## src/hw/rtl/tcs_pkg.sv

```systemverilog
package tcs_pkg;

  // APB address width: three registers at byte offsets 0, 4, 8
  localparam int unsigned ADDR_W = 4;

  // TCP flag bits and flag combinations
  localparam logic [7:0] FLAG_FIN    = 8'h01;
  localparam logic [7:0] FLAG_SYN    = 8'h02;
  localparam logic [7:0] FLAG_RST    = 8'h04;
  localparam logic [7:0] FLAG_ACK    = 8'h10;
  localparam logic [7:0] FLAG_PSHACK = 8'h18;
  localparam logic [7:0] FLAG_SYNACK = 8'h12;
  localparam logic [7:0] FLAG_FINACK = 8'h11;

  // register reset values
  localparam logic [15:0] LISTEN_PORT_RST    = 16'd7;
  localparam logic [15:0] RECEIVE_WINDOW_RST = 16'd8192;
  localparam logic [15:0] MAX_SEGMENT_RST    = 16'd1460;

  typedef enum logic [1:0] {
    REG_LISTEN_PORT    = 2'd0,
    REG_RECEIVE_WINDOW = 2'd1,
    REG_MAX_SEGMENT    = 2'd2
  } cfg_reg_t;

  typedef enum logic [1:0] {
    ST_LISTEN   = 2'd0,
    ST_SYN_RCVD = 2'd1,
    ST_ESTAB    = 2'd2,
    ST_FIN_WAIT = 2'd3
  } conn_state_t;

  typedef enum logic [1:0] {
    OP_SEGMENT = 2'd0,
    OP_SEND    = 2'd1,
    OP_CLOSE   = 2'd2,
    OP_TIMEOUT = 2'd3
  } op_t;

  typedef enum logic [2:0] {
    EV_NONE   = 3'd0,
    EV_ESTAB  = 3'd1,
    EV_DATA   = 3'd2,
    EV_SENT   = 3'd3,
    EV_CLOSED = 3'd4
  } event_t;

  typedef struct packed {
    logic [15:0] listen_port;
    logic [15:0] receive_window;
    logic [15:0] max_segment;
  } cfg_t;

  typedef struct packed {
    op_t         op;
    logic [7:0]  seg_flags;
    logic [31:0] seq_num;
    logic [31:0] ack_num;
    logic [15:0] payload_length;
    logic [15:0] peer_window;
    logic [15:0] dest_port;
    logic [31:0] initial_seq;
  } item_t;

  typedef struct packed {
    logic        seg_valid;
    logic [7:0]  out_flags;
    logic [31:0] seq_out;
    logic [31:0] ack_out;
    logic [15:0] window_out;
    logic [15:0] data_offset;
    logic [15:0] data_length;
    logic        start_timer;
    event_t      event_res;
    conn_state_t state_now;
  } result_t;

endpackage

```

## src/hw/rtl/tcs_if.sv

```systemverilog
// input word channel
interface tcs_in_if;
  logic        valid;
  logic        ready;
  logic [1:0]  op;
  logic [7:0]  seg_flags;
  logic [31:0] seq_num;
  logic [31:0] ack_num;
  logic [15:0] payload_length;
  logic [15:0] peer_window;
  logic [15:0] dest_port;
  logic [31:0] initial_seq;

  modport source (
    output valid, op, seg_flags, seq_num, ack_num, payload_length, peer_window,
           dest_port, initial_seq,
    input  ready
  );
  modport sink (
    input  valid, op, seg_flags, seq_num, ack_num, payload_length, peer_window,
           dest_port, initial_seq,
    output ready
  );
endinterface

// result word channel
interface tcs_out_if;
  logic        valid;
  logic        ready;
  logic        seg_valid;
  logic [7:0]  out_flags;
  logic [31:0] seq_out;
  logic [31:0] ack_out;
  logic [15:0] window_out;
  logic [15:0] data_offset;
  logic [15:0] data_length;
  logic        start_timer;
  logic [2:0]  event_res;
  logic [1:0]  state_now;

  modport source (
    output valid, seg_valid, out_flags, seq_out, ack_out, window_out, data_offset,
           data_length, start_timer, event_res, state_now,
    input  ready
  );
  modport sink (
    input  valid, seg_valid, out_flags, seq_out, ack_out, window_out, data_offset,
           data_length, start_timer, event_res, state_now,
    output ready
  );
endinterface

```

## src/hw/rtl/tcs_cfg.sv

```systemverilog
module tcs_cfg (
  input  logic                        clk,
  input  logic                        rst,
  input  logic                        psel,
  input  logic                        penable,
  input  logic                        pwrite,
  input  logic [tcs_pkg::ADDR_W-1:0]  paddr,
  input  logic [31:0]                 pwdata,
  output logic [31:0]                 prdata,
  output logic                        pready,
  output tcs_pkg::cfg_t               cfg
);

  logic wr;

  assign pready = 1'b1;
  assign wr     = psel && penable && pwrite;

  // register writes, word index from paddr[3:2]
  always_ff @(posedge clk) begin
    if (rst) begin
      cfg.listen_port    <= tcs_pkg::LISTEN_PORT_RST;
      cfg.receive_window <= tcs_pkg::RECEIVE_WINDOW_RST;
      cfg.max_segment    <= tcs_pkg::MAX_SEGMENT_RST;
    end else if (wr) begin
      case (tcs_pkg::cfg_reg_t'(paddr[3:2]))
        tcs_pkg::REG_LISTEN_PORT:    cfg.listen_port    <= pwdata[15:0];
        tcs_pkg::REG_RECEIVE_WINDOW: cfg.receive_window <= pwdata[15:0];
        tcs_pkg::REG_MAX_SEGMENT:    cfg.max_segment    <= pwdata[15:0];
        default: ;
      endcase
    end
  end

  // read mux
  always_comb begin
    case (tcs_pkg::cfg_reg_t'(paddr[3:2]))
      tcs_pkg::REG_LISTEN_PORT:    prdata = {16'd0, cfg.listen_port};
      tcs_pkg::REG_RECEIVE_WINDOW: prdata = {16'd0, cfg.receive_window};
      tcs_pkg::REG_MAX_SEGMENT:    prdata = {16'd0, cfg.max_segment};
      default:                     prdata = 32'd0;
    endcase
  end

endmodule

```

## src/hw/rtl/tcs_core.sv

```systemverilog
module tcs_core (
  input  logic          clk,
  input  logic          rst,
  input  tcs_pkg::cfg_t cfg,
  tcs_in_if.sink        item_ch,
  tcs_out_if.source     result_ch
);

  typedef struct packed {
    logic        emit;
    logic [15:0] off;
    logic [15:0] len;
    logic        timer;
    logic [31:0] snd_seq;
    logic [31:0] snd_top;
    logic [15:0] q_off;
    logic [15:0] q_rem;
  } sq_t;

  // send one segment from the queue: retransmit up to the high mark, else new data
  function automatic sq_t send_q(
    input logic [31:0] sn,
    input logic [31:0] su,
    input logic [31:0] sm,
    input logic [31:0] qfs,
    input logic [15:0] qoff,
    input logic [15:0] qrem,
    input logic [15:0] pw,
    input logic [15:0] mss
  );
    sq_t         r;
    logic [31:0] gap;
    logic [31:0] flight;
    logic [31:0] q_pos;
    logic [15:0] n;
    r.emit    = 1'b0;
    r.off     = 16'd0;
    r.len     = 16'd0;
    r.timer   = 1'b0;
    r.snd_seq = sn;
    r.snd_top = sm;
    r.q_off   = qoff;
    r.q_rem   = qrem;
    if (sn < sm) begin
      gap       = sm - sn;
      n         = (gap > 32'h0000_FFFF) ? 16'hFFFF : gap[15:0];
      q_pos     = sn - qfs;
      r.emit    = 1'b1;
      r.off     = q_pos[15:0];
      r.len     = n;
      r.snd_seq = sn + {16'd0, n};
    end else begin
      flight = sn - su;
      n = (flight >= {16'd0, pw}) ? 16'd0 : (pw - flight[15:0]);
      if (qrem < n) n = qrem;
      if (mss < n) n = mss;
      if (n != 16'd0) begin
        r.emit    = 1'b1;
        r.off     = qoff;
        r.len     = n;
        r.timer   = 1'b1;
        r.snd_seq = sn + {16'd0, n};
        if (r.snd_seq > sm) r.snd_top = r.snd_seq;
        r.q_off   = qoff + n;
        r.q_rem   = qrem - n;
      end
    end
    return r;
  endfunction

  // input register and result register
  logic                 in_full;
  tcs_pkg::item_t       it;
  logic                 out_full;
  tcs_pkg::result_t     res;
  logic                 consume;
  logic                 take_in;

  // connection state
  tcs_pkg::conn_state_t conn_state, conn_state_next;
  logic [31:0]          rcv_seq, rcv_seq_next;
  logic [31:0]          snd_seq, snd_seq_next;
  logic [31:0]          snd_una, snd_una_next;
  logic [31:0]          snd_top, snd_top_next;
  logic [31:0]          q_first, q_first_next;
  logic [15:0]          q_bytes, q_bytes_next;
  logic [15:0]          q_off, q_off_next;
  logic [15:0]          q_rem, q_rem_next;
  logic [15:0]          peer_win, peer_win_next;

  tcs_pkg::result_t     res_next;
  logic                 has_res;
  logic                 do_send;
  logic                 do_drop;
  sq_t                  sq;

  // handshake: input register drains into result register
  assign consume       = in_full && (!out_full || result_ch.ready);
  assign item_ch.ready = !in_full || consume;
  assign take_in       = item_ch.valid && item_ch.ready;

  // decode of one word against the current state
  always_comb begin
    conn_state_next = conn_state;
    rcv_seq_next    = rcv_seq;
    snd_seq_next    = snd_seq;
    snd_una_next    = snd_una;
    snd_top_next    = snd_top;
    q_first_next    = q_first;
    q_bytes_next    = q_bytes;
    q_off_next      = q_off;
    q_rem_next      = q_rem;
    peer_win_next   = peer_win;
    res_next        = '0;
    res_next.event_res = tcs_pkg::EV_NONE;
    do_send         = 1'b0;
    do_drop         = 1'b0;
    sq              = '0;

    case (it.op)
      tcs_pkg::OP_SEGMENT: begin
        if (conn_state == tcs_pkg::ST_LISTEN) begin
          if ((it.seg_flags & tcs_pkg::FLAG_SYN) != 8'd0) begin
            res_next.seg_valid = 1'b1;
            if (it.dest_port == cfg.listen_port) begin
              rcv_seq_next       = it.seq_num + 32'd1;
              snd_una_next       = it.initial_seq;
              snd_seq_next       = it.initial_seq + 32'd1;
              res_next.out_flags = tcs_pkg::FLAG_SYNACK;
              res_next.seq_out   = it.initial_seq;
              res_next.ack_out   = it.seq_num + 32'd1;
              conn_state_next    = tcs_pkg::ST_SYN_RCVD;
            end else begin
              do_drop            = 1'b1;
              res_next.out_flags = tcs_pkg::FLAG_RST;
            end
          end
        end else begin
          peer_win_next = it.peer_window;
          if ((it.seg_flags & tcs_pkg::FLAG_PSHACK) == tcs_pkg::FLAG_PSHACK) begin
            // in-order data
            if (conn_state == tcs_pkg::ST_ESTAB && it.seq_num == rcv_seq) begin
              rcv_seq_next       = rcv_seq + {16'd0, it.payload_length};
              res_next.event_res = tcs_pkg::EV_DATA;
            end
          end else if ((it.seg_flags & tcs_pkg::FLAG_ACK) != 8'd0) begin
            if (conn_state == tcs_pkg::ST_SYN_RCVD) begin
              if (it.ack_num == snd_seq) begin
                snd_una_next       = it.ack_num;
                conn_state_next    = tcs_pkg::ST_ESTAB;
                res_next.event_res = tcs_pkg::EV_ESTAB;
              end else begin
                do_drop            = 1'b1;
                res_next.event_res = tcs_pkg::EV_CLOSED;
              end
            end else if (conn_state == tcs_pkg::ST_ESTAB) begin
              if (it.ack_num > snd_una) snd_una_next = it.ack_num;
              if (it.ack_num >= q_first + {16'd0, q_bytes}) begin
                q_first_next       = 32'd0;
                q_bytes_next       = 16'd0;
                res_next.event_res = tcs_pkg::EV_SENT;
              end else if (q_rem != 16'd0) begin
                do_send = 1'b1;
              end
            end else if (it.ack_num == snd_seq) begin
              // peer acked our FIN
              res_next.seg_valid = 1'b1;
              res_next.out_flags = tcs_pkg::FLAG_ACK;
              res_next.seq_out   = snd_seq;
              res_next.ack_out   = rcv_seq + 32'd1;
              do_drop            = 1'b1;
              res_next.event_res = tcs_pkg::EV_CLOSED;
            end
          end else if ((it.seg_flags & tcs_pkg::FLAG_RST) != 8'd0) begin
            do_drop            = 1'b1;
            res_next.event_res = tcs_pkg::EV_CLOSED;
          end else if ((it.seg_flags & tcs_pkg::FLAG_FIN) != 8'd0) begin
            if (conn_state == tcs_pkg::ST_ESTAB ||
                conn_state == tcs_pkg::ST_FIN_WAIT) begin
              rcv_seq_next       = rcv_seq + 32'd1;
              res_next.seg_valid = 1'b1;
              res_next.out_flags = tcs_pkg::FLAG_ACK;
              res_next.seq_out   = snd_seq;
              res_next.ack_out   = rcv_seq + 32'd1;
              if (conn_state == tcs_pkg::ST_FIN_WAIT) begin
                do_drop            = 1'b1;
                res_next.event_res = tcs_pkg::EV_CLOSED;
              end
            end
          end
        end
      end
      tcs_pkg::OP_SEND: begin
        if (conn_state == tcs_pkg::ST_ESTAB) begin
          q_bytes_next = it.payload_length;
          q_first_next = snd_seq;
          q_off_next   = 16'd0;
          q_rem_next   = it.payload_length;
          do_send      = 1'b1;
        end
      end
      tcs_pkg::OP_CLOSE: begin
        if (conn_state == tcs_pkg::ST_ESTAB) begin
          conn_state_next    = tcs_pkg::ST_FIN_WAIT;
          res_next.seg_valid = 1'b1;
          res_next.out_flags = tcs_pkg::FLAG_FINACK;
          res_next.seq_out   = snd_seq;
          res_next.ack_out   = rcv_seq;
          snd_seq_next       = snd_seq + 32'd1;
        end
      end
      tcs_pkg::OP_TIMEOUT: begin
        if (conn_state == tcs_pkg::ST_ESTAB) begin
          snd_seq_next = snd_una;
          do_send      = 1'b1;
        end
      end
      default: ;
    endcase

    // queue send works on the already updated pointers
    if (do_send) begin
      sq = send_q(snd_seq_next, snd_una_next, snd_top_next, q_first_next,
                  q_off_next, q_rem_next, peer_win_next, cfg.max_segment);
      if (sq.emit) begin
        res_next.seg_valid   = 1'b1;
        res_next.out_flags   = tcs_pkg::FLAG_PSHACK;
        res_next.seq_out     = snd_seq_next;
        res_next.ack_out     = rcv_seq_next;
        res_next.data_offset = sq.off;
        res_next.data_length = sq.len;
        res_next.start_timer = sq.timer;
      end
      snd_seq_next = sq.snd_seq;
      snd_top_next = sq.snd_top;
      q_off_next   = sq.q_off;
      q_rem_next   = sq.q_rem;
    end

    // connection dropped: back to listen with cleared pointers
    if (do_drop) begin
      conn_state_next = tcs_pkg::ST_LISTEN;
      rcv_seq_next    = 32'd0;
      snd_seq_next    = 32'd0;
      snd_una_next    = 32'd0;
      snd_top_next    = 32'd0;
      q_first_next    = 32'd0;
      q_bytes_next    = 16'd0;
      q_off_next      = 16'd0;
      q_rem_next      = 16'd0;
      peer_win_next   = 16'd0;
    end

    if (res_next.seg_valid) res_next.window_out = cfg.receive_window;
    res_next.state_now = conn_state_next;
    has_res = res_next.seg_valid || (res_next.event_res != tcs_pkg::EV_NONE);
  end

  // control and state registers
  always_ff @(posedge clk) begin
    if (rst) begin
      in_full    <= 1'b0;
      out_full   <= 1'b0;
      conn_state <= tcs_pkg::ST_LISTEN;
      rcv_seq    <= 32'd0;
      snd_seq    <= 32'd0;
      snd_una    <= 32'd0;
      snd_top    <= 32'd0;
      q_first    <= 32'd0;
      q_bytes    <= 16'd0;
      q_off      <= 16'd0;
      q_rem      <= 16'd0;
      peer_win   <= 16'd0;
    end else begin
      in_full  <= take_in || (in_full && !consume);
      out_full <= (consume && has_res) || (out_full && !result_ch.ready);
      if (consume) begin
        conn_state <= conn_state_next;
        rcv_seq    <= rcv_seq_next;
        snd_seq    <= snd_seq_next;
        snd_una    <= snd_una_next;
        snd_top    <= snd_top_next;
        q_first    <= q_first_next;
        q_bytes    <= q_bytes_next;
        q_off      <= q_off_next;
        q_rem      <= q_rem_next;
        peer_win   <= peer_win_next;
      end
    end
  end

  // payload registers
  always_ff @(posedge clk) begin
    if (take_in) begin
      it.op             <= tcs_pkg::op_t'(item_ch.op);
      it.seg_flags      <= item_ch.seg_flags;
      it.seq_num        <= item_ch.seq_num;
      it.ack_num        <= item_ch.ack_num;
      it.payload_length <= item_ch.payload_length;
      it.peer_window    <= item_ch.peer_window;
      it.dest_port      <= item_ch.dest_port;
      it.initial_seq    <= item_ch.initial_seq;
    end
    if (consume && has_res) res <= res_next;
  end

  // result channel
  assign result_ch.valid       = out_full;
  assign result_ch.seg_valid   = res.seg_valid;
  assign result_ch.out_flags   = res.out_flags;
  assign result_ch.seq_out     = res.seq_out;
  assign result_ch.ack_out     = res.ack_out;
  assign result_ch.window_out  = res.window_out;
  assign result_ch.data_offset = res.data_offset;
  assign result_ch.data_length = res.data_length;
  assign result_ch.start_timer = res.start_timer;
  assign result_ch.event_res   = res.event_res;
  assign result_ch.state_now   = res.state_now;

endmodule

```

## src/hw/rtl/tcp_connection_fsm_sender.sv

```systemverilog
// Passive-open TCP endpoint for a single connection, control path and send queue.
// item_ch carries one event word: a received segment header, an application
// send or close, or a retransmit timeout. result_ch returns at most one word
// per event: an emitted segment header and/or a connection event, plus the
// connection state after the event. Events that cause nothing return no word.
// listen_port, receive_window and max_segment sit on the APB port at byte
// offsets 0, 4 and 8; write them only while no event is in flight.
// A word accepted on item_ch is registered in the input register, decoded
// against the connection state and registered in the result register,
// which drives result_ch. Throughput is one word per cycle while result_ch
// takes words; the limit is the update of the sequence pointers in tcs_core.
// Reset (synchronous, rst high) puts the connection in listen with all
// pointers zero and the registers at 7, 8192 and 1460.
// When result_ch stalls, the result register holds its word and the input
// register holds one more; item_ch.ready drops only when both are full.
module tcp_connection_fsm_sender (
  input  logic                       clk,
  input  logic                       rst,
  input  logic                       psel,
  input  logic                       penable,
  input  logic                       pwrite,
  input  logic [tcs_pkg::ADDR_W-1:0] paddr,
  input  logic [31:0]                pwdata,
  output logic [31:0]                prdata,
  output logic                       pready,
  tcs_in_if.sink                     item_ch,
  tcs_out_if.source                  result_ch
);

  tcs_pkg::cfg_t cfg;

  // configuration registers
  tcs_cfg u_cfg (
    .clk     (clk),
    .rst     (rst),
    .psel    (psel),
    .penable (penable),
    .pwrite  (pwrite),
    .paddr   (paddr),
    .pwdata  (pwdata),
    .prdata  (prdata),
    .pready  (pready),
    .cfg     (cfg)
  );

  // connection state and segment decode
  tcs_core u_core (
    .clk       (clk),
    .rst       (rst),
    .cfg       (cfg),
    .item_ch   (item_ch),
    .result_ch (result_ch)
  );

endmodule

```

## src/flat_wrapper.sv

```systemverilog
// flat-port wrapper written by rule: the top's interface ports become plain ports
module tcp_connection_fsm_sender_flat 
  (clk, rst, psel, penable, pwrite, paddr, pwdata, prdata, pready, item_ch_valid, item_ch_op, item_ch_seg_flags, item_ch_seq_num, item_ch_ack_num, item_ch_payload_length, item_ch_peer_window, item_ch_dest_port, item_ch_initial_seq, item_ch_ready, result_ch_valid, result_ch_seg_valid, result_ch_out_flags, result_ch_seq_out, result_ch_ack_out, result_ch_window_out, result_ch_data_offset, result_ch_data_length, result_ch_start_timer, result_ch_event_res, result_ch_state_now, result_ch_ready);
  tcs_in_if item_ch_i ();
  tcs_out_if result_ch_i ();
  input  logic clk;
  input  logic rst;
  input  logic psel;
  input  logic penable;
  input  logic pwrite;
  input  logic [tcs_pkg::ADDR_W-1:0] paddr;
  input  logic [31:0] pwdata;
  output logic [31:0] prdata;
  output logic pready;
  input wire logic [$bits(item_ch_i.valid)-1:0] item_ch_valid;
  input wire logic [$bits(item_ch_i.op)-1:0] item_ch_op;
  input wire logic [$bits(item_ch_i.seg_flags)-1:0] item_ch_seg_flags;
  input wire logic [$bits(item_ch_i.seq_num)-1:0] item_ch_seq_num;
  input wire logic [$bits(item_ch_i.ack_num)-1:0] item_ch_ack_num;
  input wire logic [$bits(item_ch_i.payload_length)-1:0] item_ch_payload_length;
  input wire logic [$bits(item_ch_i.peer_window)-1:0] item_ch_peer_window;
  input wire logic [$bits(item_ch_i.dest_port)-1:0] item_ch_dest_port;
  input wire logic [$bits(item_ch_i.initial_seq)-1:0] item_ch_initial_seq;
  output wire logic [$bits(item_ch_i.ready)-1:0] item_ch_ready;
  output wire logic [$bits(result_ch_i.valid)-1:0] result_ch_valid;
  output wire logic [$bits(result_ch_i.seg_valid)-1:0] result_ch_seg_valid;
  output wire logic [$bits(result_ch_i.out_flags)-1:0] result_ch_out_flags;
  output wire logic [$bits(result_ch_i.seq_out)-1:0] result_ch_seq_out;
  output wire logic [$bits(result_ch_i.ack_out)-1:0] result_ch_ack_out;
  output wire logic [$bits(result_ch_i.window_out)-1:0] result_ch_window_out;
  output wire logic [$bits(result_ch_i.data_offset)-1:0] result_ch_data_offset;
  output wire logic [$bits(result_ch_i.data_length)-1:0] result_ch_data_length;
  output wire logic [$bits(result_ch_i.start_timer)-1:0] result_ch_start_timer;
  output wire logic [$bits(result_ch_i.event_res)-1:0] result_ch_event_res;
  output wire logic [$bits(result_ch_i.state_now)-1:0] result_ch_state_now;
  input wire logic [$bits(result_ch_i.ready)-1:0] result_ch_ready;
  assign item_ch_i.valid = item_ch_valid;
  assign item_ch_i.op = item_ch_op;
  assign item_ch_i.seg_flags = item_ch_seg_flags;
  assign item_ch_i.seq_num = item_ch_seq_num;
  assign item_ch_i.ack_num = item_ch_ack_num;
  assign item_ch_i.payload_length = item_ch_payload_length;
  assign item_ch_i.peer_window = item_ch_peer_window;
  assign item_ch_i.dest_port = item_ch_dest_port;
  assign item_ch_i.initial_seq = item_ch_initial_seq;
  assign item_ch_ready = item_ch_i.ready;
  assign result_ch_valid = result_ch_i.valid;
  assign result_ch_seg_valid = result_ch_i.seg_valid;
  assign result_ch_out_flags = result_ch_i.out_flags;
  assign result_ch_seq_out = result_ch_i.seq_out;
  assign result_ch_ack_out = result_ch_i.ack_out;
  assign result_ch_window_out = result_ch_i.window_out;
  assign result_ch_data_offset = result_ch_i.data_offset;
  assign result_ch_data_length = result_ch_i.data_length;
  assign result_ch_start_timer = result_ch_i.start_timer;
  assign result_ch_event_res = result_ch_i.event_res;
  assign result_ch_state_now = result_ch_i.state_now;
  assign result_ch_i.ready = result_ch_ready;
  tcp_connection_fsm_sender u_core (.clk(clk), .rst(rst), .psel(psel), .penable(penable), .pwrite(pwrite), .paddr(paddr), .pwdata(pwdata), .prdata(prdata), .pready(pready), .item_ch(item_ch_i), .result_ch(result_ch_i));
endmodule
```

## config.mk

```make
export PLATFORM = sky130hd
export DESIGN_NAME = tcp_connection_fsm_sender_flat
export DESIGN_NICKNAME = d
export VERILOG_FILES = /design/src/hw/rtl/tcs_pkg.sv /design/src/hw/rtl/tcs_if.sv /design/src/hw/rtl/tcs_cfg.sv /design/src/hw/rtl/tcs_core.sv /design/src/hw/rtl/tcp_connection_fsm_sender.sv /design/src/flat_wrapper.sv
export SDC_FILE = /design/constraint.sdc
export NUM_CORES = 2
export LEC_CHECK = 0
export BUFFER_PORTS_ARGS = -buffer_cell sky130_fd_sc_hd__buf_2
export CORE_MARGIN = 2
export CORE_UTILIZATION = 50
export DETAILED_ROUTE_END_ITERATION = 6
export PLACE_DENSITY = 0.82
export SYNTH_ARGS = -nofsm -noshare
export SYNTH_HDL_FRONTEND = slang
export SYNTH_SLANG_ARGS = --single-unit
```

## constraint.sdc

```tcl
create_clock -name clk -period 19.1 [get_ports clk]
set_clock_uncertainty 0.1 [all_clocks]
set_input_delay 0 -clock clk [delete_from_list [all_inputs] [get_ports clk]]
set_output_delay 0 -clock clk [all_outputs]
set_load 0.005 [all_outputs]
```

# Yosys cells after proc, flatten, opt, wreduce, memory -nomap -nowiden
# Index checks and enable logic that the tools add are counted.
# word_totals
mem_count	0
elab_cells	252
mem_bits_ro	0
ff_bits	554
latchBits	0
mem_bits_rw	0
input_bits	197
# classes
n_lt_le_gt_ge	8
mux	139
n_eq_ne	20
add_sub_neg	14
n_div	0
n_mul	0
shifts	0
reduce_logical	36
bitwise_logic	2
# op_table
operator	n
2-to-1 mux 32 bit	41
2-to-1 mux 73 bit	13
2-to-1 mux 16 bit	27
case mux 73 bit (2 select lines)	1
2-to-1 mux 130 bit	1
adder 32 x 1 -> 32 bit (second input constant)	4
adder 32 x 16 -> 32 bit	4
2-to-1 mux 64 bit	2
case mux 32 bit (3 select lines)	1
2-to-1 mux 33 bit	2
equality test 32 bit	2
> comparator 32 bit	2
case mux 32 bit (2 select lines)	1
subtractor 32 bit	2
case mux 16 bit (3 select lines)	1
subtractor 16 bit	3
2-to-1 mux 3 bit	12
greater-or-equal comparator 32 x 16 -> 1 bit	1
greater-or-equal comparator 32 bit	1
> comparator 32 x 16 -> 1 bit (second input constant)	1
less-than comparator 16 bit	2
less-than comparator 32 bit	1
case mux 16 bit (2 select lines)	1
nonzero test 16 bit	2
other kinds (23)	91

# Depth between registers and ports, before layout
# logic_depth
depth_word	30
mapped_depth	106
mapped_depth_nobuf	99

# By module
# From an unflattened synthesis, not the netlist that was laid out.
# hier_totals
cells_unflattened	5344
area_unflattened_um2	43654.4
# by_module_without_submodules
module	instances	area_each_um2	cells_per_inst
tcs_core	1	41185.8	5082
tcs_cfg	1	2468.6	262

# Least setup slack after synthesis
# No wires, ideal clock.
# synth_path
path_type	register -> register
start	register u_core.u_core.it[95] in the netlist's numbering
end	register u_core.u_core.res, in the netlist u_core.u_core.result_ch.ack_out[0] (enable)
period_less_slack_ns	19.716
arrival_ns	18.968
path_stages_with_launch	74
slack_ns	-0.616
cell_sequence	edfxtp_1 -> ha_1 -> nand4_1 -> or4_1 -> or3b_1 -> nand2_1 -> o21ai_0 -> o21ai_1 -> clkbuf_1 -> o21ai_0 -> a21oi_1 -> inv_1 -> ha_1 -> a21o_1 -> nand3b_1 -> o221ai_1 -> o211a_1 -> nand2_1 -> (+38 left out) -> nor2b_1 -> o21ai_0 -> nand2b_1 -> a21oi_1 -> nor2b_1 -> o21ai_0 -> nand2b_1 -> a21oi_1 -> o21ai_1 -> or3_1 -> a31oi_1 -> o21ai_0 -> o211ai_1 -> o31ai_4 -> inv_2 -> nor3_4 -> buf_6 -> a21oi_1
# synth_via
elab_chain_len	27
# synth_lines
element	line_no	text
start: declaration	tcs_core.sv:73	tcs_pkg::item_t it;
> comparator 32 bit	tcs_core.sv:157	if (it.ack_num > snd_una) snd_una_next = it.ack_num;
2-to-1 mux 32 bit	tcs_core.sv:157	
2-to-1 mux 32 bit	tcs_core.sv:156	end else if (conn_state == tcs_pkg::ST_ESTAB) begin
2-to-1 mux 32 bit	tcs_core.sv:147	if (conn_state == tcs_pkg::ST_SYN_RCVD) begin
2-to-1 mux 32 bit	tcs_core.sv:146	end else if ((it.seg_flags & tcs_pkg::FLAG_ACK) != 8'd0) begin
2-to-1 mux 32 bit	tcs_core.sv:140	if ((it.seg_flags & tcs_pkg::FLAG_PSHACK) == tcs_pkg::FLAG_PSHACK) begin
2-to-1 mux 32 bit	tcs_core.sv:122	if (conn_state == tcs_pkg::ST_LISTEN) begin
2-to-1 mux 32 bit	tcs_core.sv:120	case (it.op)
(+11 left out)	-	
nonzero test 16 bit	tcs_core.sv:57	if (n != 16'd0) begin
2-to-1 mux 130 bit	tcs_core.sv:57	
2-to-1 mux 33 bit	tcs_core.sv:44	if (sn < sm) begin
2-to-1 mux 33 bit	tcs_core.sv:222	if (do_send) begin
2-to-1 mux 73 bit	tcs_core.sv:225	if (sq.emit) begin
2-to-1 mux 73 bit	tcs_core.sv:222	
logical OR 1 bit (*)	tcs_core.sv:256	has_res = res_next.seg_valid || (res_next.event_res != tcs_pkg::EV_NONE);
logical AND 1 bit (*)	tcs_core.sv:304	if (consume && has_res) res <= res_next;
end signal: assignment	tcs_core.sv:304	
end: declaration	tcs_core.sv:75	tcs_pkg::result_t res;
# Mark *: on every way between the ends. The rest lies on a longest branch, timed or not. The select of a mux whose other input is x is not followed.
# A chain may end at the register's enable or synchronous reset.

# Worst setup path after layout
# layout_path
start	register u_core.u_core.it[93] in the netlist's numbering
end	register u_core.u_core.snd_top[26]
# layout_via
elab_chain_len	25
# layout_lines
element	line_no	text
parallel branches: the longest is 25 deep, another holds > comparator 32 bit	-	
end signal: assignment	tcs_core.sv:282	snd_top <= snd_top_next;
end: declaration	tcs_core.sv:84	logic [31:0] snd_top, snd_top_next;
# Several ways; the timed one is not identified. The select of a mux whose other input is x is not followed.

==> impl_results.md <==
- Status: complete, but fails checks
- Failing checks: design-rule violations
- Primary FF master, synth: dfxtp_1
- Syn Area/Cell: a little over 8 sq um
- Via count: around 47000
- Post-synth EDFFs: ~280
- Share of cells above drive strength 1: between 10% and 20%
- Max_slew headroom: 12.3%
- Pin count of the biggest net entering global routing: 96
- IO buf count: 317
- Final worst path period share: between 90% and 100%
- Initial DRC count: between 6000 and 7000
- Worst path slowest cell: or4_4
- Worst EP arrival: between 15 and 20 ns
- Gr ovfl total: 0
- FP Rows: around 110
- Root Buffer: clkbuf_16
- Max-Cap Viols: 0
- Synth-to-Final Area Change: 22.3%
- Antenna violations before repair: 6
- Measured slew at the worst slew-check pin: ~1.3 ns
- Die width: a little under 300 microns
- Ys async rst share: 0%
- Cell family with most CP delay: compound AO/OA/AOI/OAI gates
- WL/cell: 25.6 microns
- Worst hold path class: in -> reg
- Yosys cell types: 95
- Die ar.: between 0.08 and 0.09 sq mm
- HPWL Detailed: between 100000 and 150000 microns
- Synthesized flop and latch total: ~550
- Final RePlAce weighted congestion: approximately 1.1
- Crit-path max cell delay: around 0.54 ns
- Clock Latency Late Sink: 0.68 ns
- Crit. End Element: flip-flop
- Peak Freq: around 0.055 GHz
- Layout Cells excl Fill: 7211
- # setup viols final: 0
- DRC viols: 26
- Average via count per standard cell: 6.50
- Clk sink count: 551
- CTS tree: built
- Syn. warnings: 0
- Total global routing track utilization: 39.7%
- Buf/Inv on CP: 9
- Clock transition at path regs: ~0.060 ns
- Final hold vios: 0
- DRT antenna net count: 0
- Fill count: between 7000 and 8000
- CTS HTree Levels: 3
- Mapped Area: between 0.04 and 0.05 sq mm
- Boundary Pins: 359
- Starting Density: roughly half
- Data required time of the worst path: between 15 and 20 ns
- Initial DRT Pass Iterations: 7
- Critical path peak fanout: 28
- Num CTS Buffers: just under 70
- Max-slew violations: 0
- Vias in the first global route: ~44000
- Gate Count Post-Synth: between 5000 and 6000
- Bufs on Longest Clock Path: 3
- Post-synthesis sequential area ratio: 32.0%
- Worst VDD drop: ~0.08 mV
- First-pass GRT wire length: 269000 microns
- CP startpoint kind: flip-flop
- Minimum clock period: 18.29 ns
- Core Area: roughly 0.085 sq mm
- Cell Area, Placed: 0.0469 sq mm
- Placed cell count: between 6000 and 7000
- LEAKAGE: 20.7 nW
- # nets final: around 6500
- Pwr Density: between 60 and 70 mW/mm^2
- Crit path kind: reg -> reg
- Detailed Route WL: between 150000 and 200000 microns
- Die Y: slightly below 300 microns
- Design area: 0.0527 sq mm
- Crit-path most repeated cell: a21o_1
[path summary, 6_finish.rpt]
check	depth (start not counted)	start	to	slack, ns
setup / recovery	84	u_core.u_core.it[93]	u_core.u_core.snd_top[26]	0.81
hold / removal	2	item_ch_initial_seq[16]	u_core.u_core.it[16]	0.01
setup reg to reg	84	u_core.u_core.it[93]	u_core.u_core.snd_top[26]	0.81
hold reg to reg	2	u_core.u_core.q_off[11]	u_core.u_core.q_off[11]	0.35
[kinds of logic (layout without fill, tap and decap cells)]
kind of cell / Yosys count / in the layout / share of synthesized area, %
AO/OA/AOI/OAI: 1641 / 1641 / 24.5
AND/OR/NAND/NOR: 1735 / 1735 / 18.7
flip-flops: 551 / 551 / 32.0
XOR/XNOR: 315 / 315 / 6.40
multiplexers: 93 / 93 / 2.22
adder cells (fa/ha/maj): 343 / 343 / 10.1
buffers and inverters: 660 / 1364 / 6.00
other: 2 / 25 / 0.0174
[sequential cells by signal, indices dropped and copies added (netlist names), 32 cells and up]
register                         count
u_core.u_core.it                   151
u_core.u_core.snd_top               32
u_core.u_core.result_ch.seq_out     32
u_core.u_core.snd_una               32
u_core.u_core.snd_seq               32
u_core.u_core.q_first               32
u_core.u_core.result_ch.ack_out     32
u_core.u_core.rcv_seq               32
u_core.u_cfg.cfg                    48
[cells in the final DEF (no fill, tap or decap), types with 59 or more instances in the layout]
| cell | instances |
|---|---|
| nand2_1 | 588 |
| a21oi_1 | 468 |
| nor2_1 | 441 |
| ha_1 | 331 |
| dlygate4sd3_1 | 327 |
| o21ai_0 | 320 |
| buf_2 | 316 |
| inv_1 | 310 |
| dfxtp_1 | 276 |
| edfxtp_1 | 275 |
| buf_4 | 273 |
| xnor2_1 | 199 |
| nand3_1 | 145 |
| xor2_1 | 113 |
| a21o_1 | 98 |
| o22ai_1 | 98 |
| nand4_1 | 94 |
| nor3_1 | 94 |
| a22oi_1 | 87 |
| mux2i_1 | 82 |
| clkbuf_16 | 71 |
| o21bai_1 | 59 |
[synth_stat cells, types with 87 or more instances]
cell type / number / area share, %
a21oi_1: 478 / 5.6
nor3_1: 98 / 1.1
edfxtp_1: 275 / 19
nand4_1: 94 / 1.4
nand3_1: 148 / 1.7
a22oi_1: 87 / 1.5
o21ai_0: 325 / 3.8
inv_1: 310 / 2.7
a21o_1: 99 / 1.7
xor2_1: 115 / 2.3
dfxtp_1: 276 / 13
ha_1: 333 / 9.7
nor2_1: 450 / 3.9
xnor2_1: 200 / 4.1
clkbuf_1: 279 / 2.4
nand2_1: 590 / 5.1
o22ai_1: 98 / 1.4
[where the power goes]
group / switching (W) / internal (W)
Combinational: 0.000440 / 0.000286
Clock: 0.000585 / 0.000720
Sequential: 0.0000440 / 0.00127
Total: 0.00107 / 0.00227
[what timing repair did]
| action | CTS | global route |
|---|---|---|
| setup endpoints to repair | 0 | 32 |
| setup buffers | 0 | 14 |
| hold buffers | 327 | 0 |
| gates resized for setup | 0 | 45 |
| endpoints found under the hold margin | 235 | 0 |
[per-stage QoR]
stage               setup slack (ns)  hold slack (ns)  power [W]  setup TNS, ns  utilization, %
finish                         0.810           0.0101    0.00334              0            61.8
global route                  -0.100          0.00985    0.00343          -2.30            61.8
CTS                            0.522          0.00770    0.00329              0            61.4
detailed placement             0.632           0.0781    0.00196              0            55.0
global placement               0.983           0.0767    0.00195              0            55.0
floorplan                       1.24         -0.00113    0.00172              0               -
[area by class of cell]
type | instances | area, sq um | share of cell area [%]
multi-input cells | 4147 | 27100 | 51.4
diodes | 5 | 12.5 | 0.0237
clock inverters | 42 | 384 | 0.729
well taps | 1144 | 1430 | 2.72
repair buffers | 922 | 7010 | 13.3
flip-flops and latches | 551 | 13800 | 26.2
inverters | 316 | 1190 | 2.25
clock buffers | 84 | 1820 | 3.45
[layer usage]
metal,global-route usage [%],vias to the layer above,part of all wire [%]
met5,0.433,-,0.078
met4,27.3,6,8.4
met3,8.81,861,12
met2,60.2,3430,42
met1,50.2,21800,37
li1,-,20800,-
(Power assumes the default switching activity.)
